--- config.mk ---
export PLATFORM = sky130hd
export DESIGN_NAME = iexp_div
export DESIGN_NICKNAME = d
export VERILOG_FILES = /design/src/hdl/iexp_pkg.sv /design/src/hdl/iexp_div.sv
export SDC_FILE = /design/constraint.sdc
export NUM_CORES = 2
export LEC_CHECK = 0
export BUFFER_PORTS_ARGS = -buffer_cell sky130_fd_sc_hd__buf_2
export CORE_ASPECT_RATIO = 1.25
export CORE_MARGIN = 3
export CORE_UTILIZATION = 47
export CTS_CLUSTER_DIAMETER = 30
export DETAILED_ROUTE_END_ITERATION = 10
export PLACE_DENSITY = 0.6
export SYNTH_ARGS = -nofsm -noshare
export SYNTH_HDL_FRONTEND = slang
export SYNTH_SLANG_ARGS = --single-unit
--- constraint.sdc ---
create_clock -name clk -period 10.7 [get_ports clk]
set_input_delay 2.14 -clock clk [delete_from_list [all_inputs] [get_ports clk]]
set_output_delay 2.14 -clock clk [all_outputs]
set_load 0.05 [all_outputs]
--- src/hdl/iexp_pkg.sv ---
// Shared constants and types for the integer exponential pipeline.
// Used by the divider, the top level and the checker; depends on nothing else.
package iexp_pkg;

  localparam int X0_W   = 32;                 // range reduction step
  localparam int B_W    = 31;                 // linear polynomial term
  localparam int C_W    = 62;                 // constant polynomial term
  localparam int N_W    = 6;                  // shift count
  localparam int OUT_W  = 63;                 // result width
  localparam int CFG_W  = 62;                 // widest register
  localparam int REM_W  = 32;                 // divider remainder
  localparam int R_W    = 32;                 // reduced argument and r + b
  localparam int PROD_W = 64;                 // polynomial value
  localparam int LO_W   = X0_W + N_W + 1;     // clamp bound n * x0

  typedef enum logic [1:0] {
    CFG_LN2_OVER_SCALE = 2'd0,
    CFG_POLY_B         = 2'd1,
    CFG_POLY_C         = 2'd2,
    CFG_EXP_SHIFT      = 2'd3
  } cfg_idx_t;

  localparam logic [X0_W-1:0]  X0_RESET = '1;
  localparam logic [B_W-1:0]   B_RESET  = '0;
  localparam logic [C_W-1:0]   C_RESET  = '0;
  localparam logic [N_W-1:0]   N_RESET  = N_W'(30);
  localparam logic [OUT_W-1:0] OUT_MAX  = '1;

endpackage

--- src/hdl/iexp_div.sv ---
// Pipelined restoring divider: one quotient bit per register stage.
// Depends on iexp_pkg; instantiated by integer_exp_polynomial.
module iexp_div #(
  parameter int IW = 32
) (
  input  logic                        clk,
  input  logic                        rst_n,
  input  logic                        up_valid,
  output logic                        up_ready,
  input  logic [IW-1:0]               up_mag,
  input  logic                        up_pos,
  input  logic [iexp_pkg::X0_W-1:0]   divisor,
  output logic                        dn_valid,
  input  logic                        dn_ready,
  output logic [IW-1:0]               dn_quot,
  output logic [iexp_pkg::REM_W-1:0]  dn_rem,
  output logic                        dn_pos
);
  import iexp_pkg::*;

  logic             v_r    [IW];
  logic             pos_r  [IW];
  logic [IW-1:0]    num_r  [IW];
  logic [IW-1:0]    quot_r [IW];
  logic [REM_W-1:0] rem_r  [IW];
  logic [IW:0]      rdy;

  // A stage can load when it is empty or when everything after it moves.
  always_comb begin
    rdy[IW] = dn_ready;
    for (int j = IW - 1; j >= 0; j--) begin
      rdy[j] = !v_r[j] || rdy[j+1];
    end
  end

  for (genvar j = 0; j < IW; j++) begin : g_stage
    logic             src_v;
    logic             src_pos;
    logic [IW-1:0]    src_num;
    logic [IW-1:0]    src_quot;
    logic [REM_W-1:0] src_rem;
    logic [REM_W:0]   trial;
    logic [REM_W:0]   diff;
    logic             take;

    if (j == 0) begin : g_first
      assign src_v    = up_valid;
      assign src_pos  = up_pos;
      assign src_num  = up_mag;
      assign src_quot = '0;
      assign src_rem  = '0;
    end else begin : g_next
      assign src_v    = v_r[j-1];
      assign src_pos  = pos_r[j-1];
      assign src_num  = num_r[j-1];
      assign src_quot = quot_r[j-1];
      assign src_rem  = rem_r[j-1];
    end

    assign trial = {src_rem, src_num[IW-1]};
    assign diff  = trial - {1'b0, divisor};
    assign take  = trial >= {1'b0, divisor};

    always_ff @(posedge clk) begin
      if (!rst_n) begin
        v_r[j] <= 1'b0;
      end else if (rdy[j]) begin
        v_r[j] <= src_v;
      end
    end

    always_ff @(posedge clk) begin
      if (rdy[j] && src_v) begin
        pos_r[j]  <= src_pos;
        num_r[j]  <= src_num << 1;
        quot_r[j] <= {src_quot[IW-2:0], take};
        rem_r[j]  <= take ? diff[REM_W-1:0] : trial[REM_W-1:0];
      end
    end
  end

  assign up_ready = rdy[0];
  assign dn_valid = v_r[IW-1];
  assign dn_quot  = quot_r[IW-1];
  assign dn_rem   = rem_r[IW-1];
  assign dn_pos   = pos_r[IW-1];

endmodule

# Word-level counts from Yosys, hierarchy flattened
# Memories as Yosys holds them, arrays and structs flattened.
# Cells that the tools add are included.
[word_totals]
ramBits = 3104
rom_bits = 0
n_memories = 5
reg_bits = 0
latch_bits = 0
out_inout_bits = 67
[op_classes]
n_bitwise = 32
n_reduce_logical = 96
mul = 0
eq_ne = 0
n_addsub = 32
mux = 225
div_mod_pow = 0
shift = 0
n_lt_le_gt_ge = 32
[memory_table]
columns = ["name", "words", "word_bits", "rd", "rd_clocked_by_memory_dff", "wr", "line_no", "rtl"]
rows = [
  ["quot_r", 32, 32, 32, 0, 32, "iexp_div.sv:24", "logic [IW-1:0] quot_r [IW];"],
  ["rem_r", 32, 32, 32, 0, 32, "iexp_div.sv:25", "logic [REM_W-1:0] rem_r [IW];"],
  ["num_r", 32, 31, 31, 0, 32, "iexp_div.sv:23", "logic [IW-1:0] num_r [IW];"],
  ["pos_r", 32, 1, 32, 0, 32, "iexp_div.sv:22", "logic pos_r [IW];"],
  ["v_r", 32, 1, 32, 0, 32, "iexp_div.sv:21", "logic v_r [IW];"],
]
[op_table]
columns = ["cell", "count"]
rows = [
  ["$mux 32", 32],
  ["$ge 33x32->1", 31],
  ["$sub 32x32->32", 31],
  ["$mux 1", 193],
  ["$ge 1x32->1", 1],
  ["$logic_and 1x1->1", 32],
  ["$logic_not 1->1", 32],
  ["$logic_or 1x1->1", 32],
  ["$or 1x1->1", 32],
  ["$sub 1x32->32", 1],
]

# Longest topological paths before layout
# An unclocked memory read counts as a cell.
[depth]
depth_word = 38
mapped_depth = 16
mapped_depth_nobuf = 13

# Worst setup path after synthesis
# Ideal clock, no wire load.
[synth_timing]
kind = "input to register"
start = "input port dn_ready"
end = "memory v_r[18][0], in the netlist v_r[1][2] (data pin)"
path_stages = 9
setup_ps = 167
setup_slack_ps = 1947
arrival_ps = 8586
path_cell_list = "nor2b_1 > and3_1 > and3_1 > and2_1 > and3_1 > clkbuf_1 > and3_1 > a21boi_0 > and2_1"
[synth_lines]
columns = ["element", "line_no", "rtl"]
rows = [
  ["start, declared", "iexp_div.sv:14", "input logic dn_ready,"],
  ["end, declared", "iexp_div.sv:21", ""],
]

# Final worst setup path
[layout_timing]
start = "input port dn_ready"
end = "output port up_ready"
[layout_between]
elab_chain_cells = 32
[layout_rtl]
columns = ["element", "line_no", "rtl"]
rows = [
  ["$logic_or 1x1->1 (32 in series)", "iexp_div.sv:32", "rdy[j] = !v_r[j] || rdy[j+1];"],
  ["end, declared", "iexp_div.sv:9", "output logic up_ready,"],
]
# Every way passes these cells.

==> flow_metrics.env <==
export IMPL_die_x_microns=463
export IMPL_reg2reg_setup_slack_ns=5.73
export IMPL_status="complete, no violations"
export IMPL_setup_viol=0
export IMPL_setup_worst_path_start_class="primary input"
export IMPL_wire_per_inst_microns=23.2
export IMPL_seq_power_share=0.370
export IMPL_rows=209
export IMPL_numCtsBuffers=420
export IMPL_hold_buffers=0
export IMPL_clock_latency_ns=0.95
export IMPL_cap_violations=0
export IMPL_syn_area_sq_mm=0.123
export IMPL_io_pins=136
export IMPL_chipHeight_microns=578
export IMPL_nets=12400
export IMPL_cpMaxStageDelayCell="nor3_2"
export IMPL_worstMarginPinSlew_ns=1.18
export IMPL_fmax_mhz=125
export IMPL_min_delay_path_depth=0
export IMPL_layout_drive_gt1_share=0.122
export IMPL_clock_root_buffer="clkbuf_16"
export IMPL_p_int_w=0.0189
export IMPL_drt_vias_per_instance=5.85
export IMPL_period_share=0.748
export IMPL_ys_seq_elements=2112
export IMPL_path_class="in -> out"
export IMPL_yosys_warnings=0
export IMPL_area_delta_synth_final_pct=16.4
export IMPL_vias=88900
export IMPL_antenna_found_initial=21
export IMPL_hp_class="reg -> reg"
export IMPL_slew_violations=0
export IMPL_power_density_mw_per_mm2=174
export IMPL_cts_setup_buffers=0
export IMPL_cp_depth=11
export IMPL_wirelength_mm=353
export IMPL_grt_pass1_wl_mm=526
export IMPL_crit_family="simple AND/OR/NAND/NOR gates"
export IMPL_io_buffers=135
export IMPL_critPathRequiredTime_ns=8.56
export IMPL_synth_edf_count=2111
export IMPL_core_sq_mm=0.260
export IMPL_die_area_sq_mm=0.268
export IMPL_cts_tree="built"
export IMPL_grt_pass1_vias=88300
export IMPL_ant_nets=0
export IMPL_start_util=0.473
export IMPL_path_max_fanout=10
export IMPL_drt_iter0_drc=6398
export IMPL_layout_commonest_cell="edfxtp_1"
export IMPL_ys_seq_area_frac=0.516
export IMPL_drc=0
export IMPL_synthFlopType="edfxtp_1"
export IMPL_crit_chain="buf_2 > nor2b_1 > and3_1 > and3_1 > nand2_1 > nor3_2 > nand2_1 > nor3_1 > and3_1 > nand2_1 > buf_2"
export IMPL_fin_setup_tns_ns=0
export IMPL_clk_path_buf_depth=4
export IMPL_first_pass_iters=6
export IMPL_p_clk_frac=0.534
export IMPL_syn_inst=10900
export IMPL_grt_use_total=0.257
export IMPL_switching_share=0.241
export IMPL_h_tree_depth=5
export IMPL_p_comb_frac=0.097
export IMPL_gp_congestion=0.943
export IMPL_critPathBufInv=2
export IMPL_slew_headroom=0.216
export IMPL_rr_worst_depth=13
export IMPL_hold_violations=0
export IMPL_yosysUniqueCellTypes=93
export IMPL_fin_worst_skew_ns=0.0979
export IMPL_final_cell_mix="2111 x edfxtp_1, 994 x ha_1, 934 x nand2_1"
export IMPL_synthesis_nets=12000
export IMPL_cpPeakStageDelay_ns=0.77
export IMPL_grt_overflow=0
export IMPL_fin_ws_ns=2.69
export IMPL_setup_worst_path_end_class="output pin"
export IMPL_avgSynthCellArea_sq_um=11.3
export IMPL_ir_drop_mv=0.141
export IMPL_cp_arrival_ns=5.87
export IMPL_grt_max_degree=67
export IMPL_post_place_ws_ns=2.77
export IMPL_p_sw_w=0.00600
export IMPL_clock_sinks=2112
export IMPL_ys_async_sr_fraction=0
export IMPL_rsz0062_at_grt="no"
export IMPL_period_minus_slack_ns=8.01
export IMPL_p_leak_nw=54.0
export IMPL_clk_pin_slew_ns=0.06
export IMPL_place_hpwl_mm=249
export IMPL_cts_resized=0
==> power groups by stage <==
stage          combinational [W]  clock [W]  sequential (W)
2_1_floorplan            0.00172          0         0.00934
3_3_place_gp             0.00233          0         0.00936
3_5_place_dp             0.00237          0         0.00936
4_1_cts                  0.00239     0.0135         0.00920
5_1_grt                  0.00265     0.0140         0.00920
6_report                 0.00240     0.0133         0.00920
==> flip-flops by register name, indices dropped and copies added (netlist names) <==
name    count
num_r     496
pos_r      32
quot_r    528
rem_r    1024
v_r        32
==> layout make-up <==
| cell class | count | area [sq um] |
|---|---|---|
| Clock inverter | 327 | 3780 |
| Sequential cell | 2112 | 63400 |
| Multi-Input combinational cell | 8184 | 57700 |
| Timing Repair Buffer | 252 | 1640 |
| Antenna cell | 25 | 62.6 |
| Tap cell | 3481 | 4360 |
| Inverter | 363 | 1360 |
| Fill cell | 22000 | 117000 |
| Clock buffer | 450 | 10800 |
==> path summary, 6_finish.rpt <==
path                               startpoint             to
worst max-delay path                 dn_ready       up_ready
worst min-delay path            num_r[0][426]  num_r[0][458]
worst max register to register  num_r[0][309]  rem_r[0][338]
worst min register to register  num_r[0][426]  num_r[0][458]
==> synthesized netlist by cell type, drive strengths merged (140+ instances only) <==
| master | instances | share of area |
|---|---|---|
| edfxtp | 2111 | 0.52 |
| inv | 362 | 0.011 |
| o21ai | 892 | 0.036 |
| mux2 | 286 | 0.027 |
| a21o | 370 | 0.023 |
| nor2 | 684 | 0.021 |
| nor2b | 140 | 0.0071 |
| ha | 994 | 0.10 |
| nand2 | 935 | 0.029 |
| nand3 | 206 | 0.0084 |
| o21a | 198 | 0.012 |
| nor3 | 191 | 0.0078 |
| nand2b | 176 | 0.0090 |
| clkbuf | 166 | 0.0051 |
| xor2 | 315 | 0.022 |
| xnor2 | 440 | 0.031 |
| a21oi | 832 | 0.034 |
==> per-layer routing <==
layer,part of all wire,wire (microns),global-route usage,vias to the layer above
met4,0.070,24900,0.164,2
met1,0.39,137000,0.298,42900
met2,0.49,173000,0.446,2610
li1,-,-,-,42500
met3,0.051,18000,0.0374,887
met5,0.000037,13,0,-
==> metrics by stage <==
| step | instances | hold WS, ns | util | total power (W) | instance area, sq um |
|---|---|---|---|---|---|
| after floorplan | 10900 | 0.400 | - | 0.0111 | 123000 |
| after CTS | 15200 | 0.322 | 0.551 | 0.0251 | 143000 |
| after global routing | 15200 | 0.341 | 0.551 | 0.0258 | 143000 |
| final | 15200 | 0.337 | 0.551 | 0.0249 | 143000 |
| after detailed placement | 14400 | 0.405 | 0.495 | 0.0117 | 128000 |
| after global placement | 14400 | 0.400 | 0.495 | 0.0117 | 128000 |
==> kinds of logic (layout without fill, tap and decap cells) <==
kind of cell | Yosys count | after routing | synth area share
compound gates | 3185 | 3185 | 0.164
simple gates | 2894 | 2894 | 0.112
flops | 2112 | 2112 | 0.516
fa+ha+maj | 1025 | 1025 | 0.106
xor+xnor | 755 | 755 | 0.0538
buf+inv | 578 | 1392 | 0.0183
mux | 325 | 325 | 0.0297
other cells | 0 | 25 | 0
No activity file was read; power rests on OpenSTA's default activity.
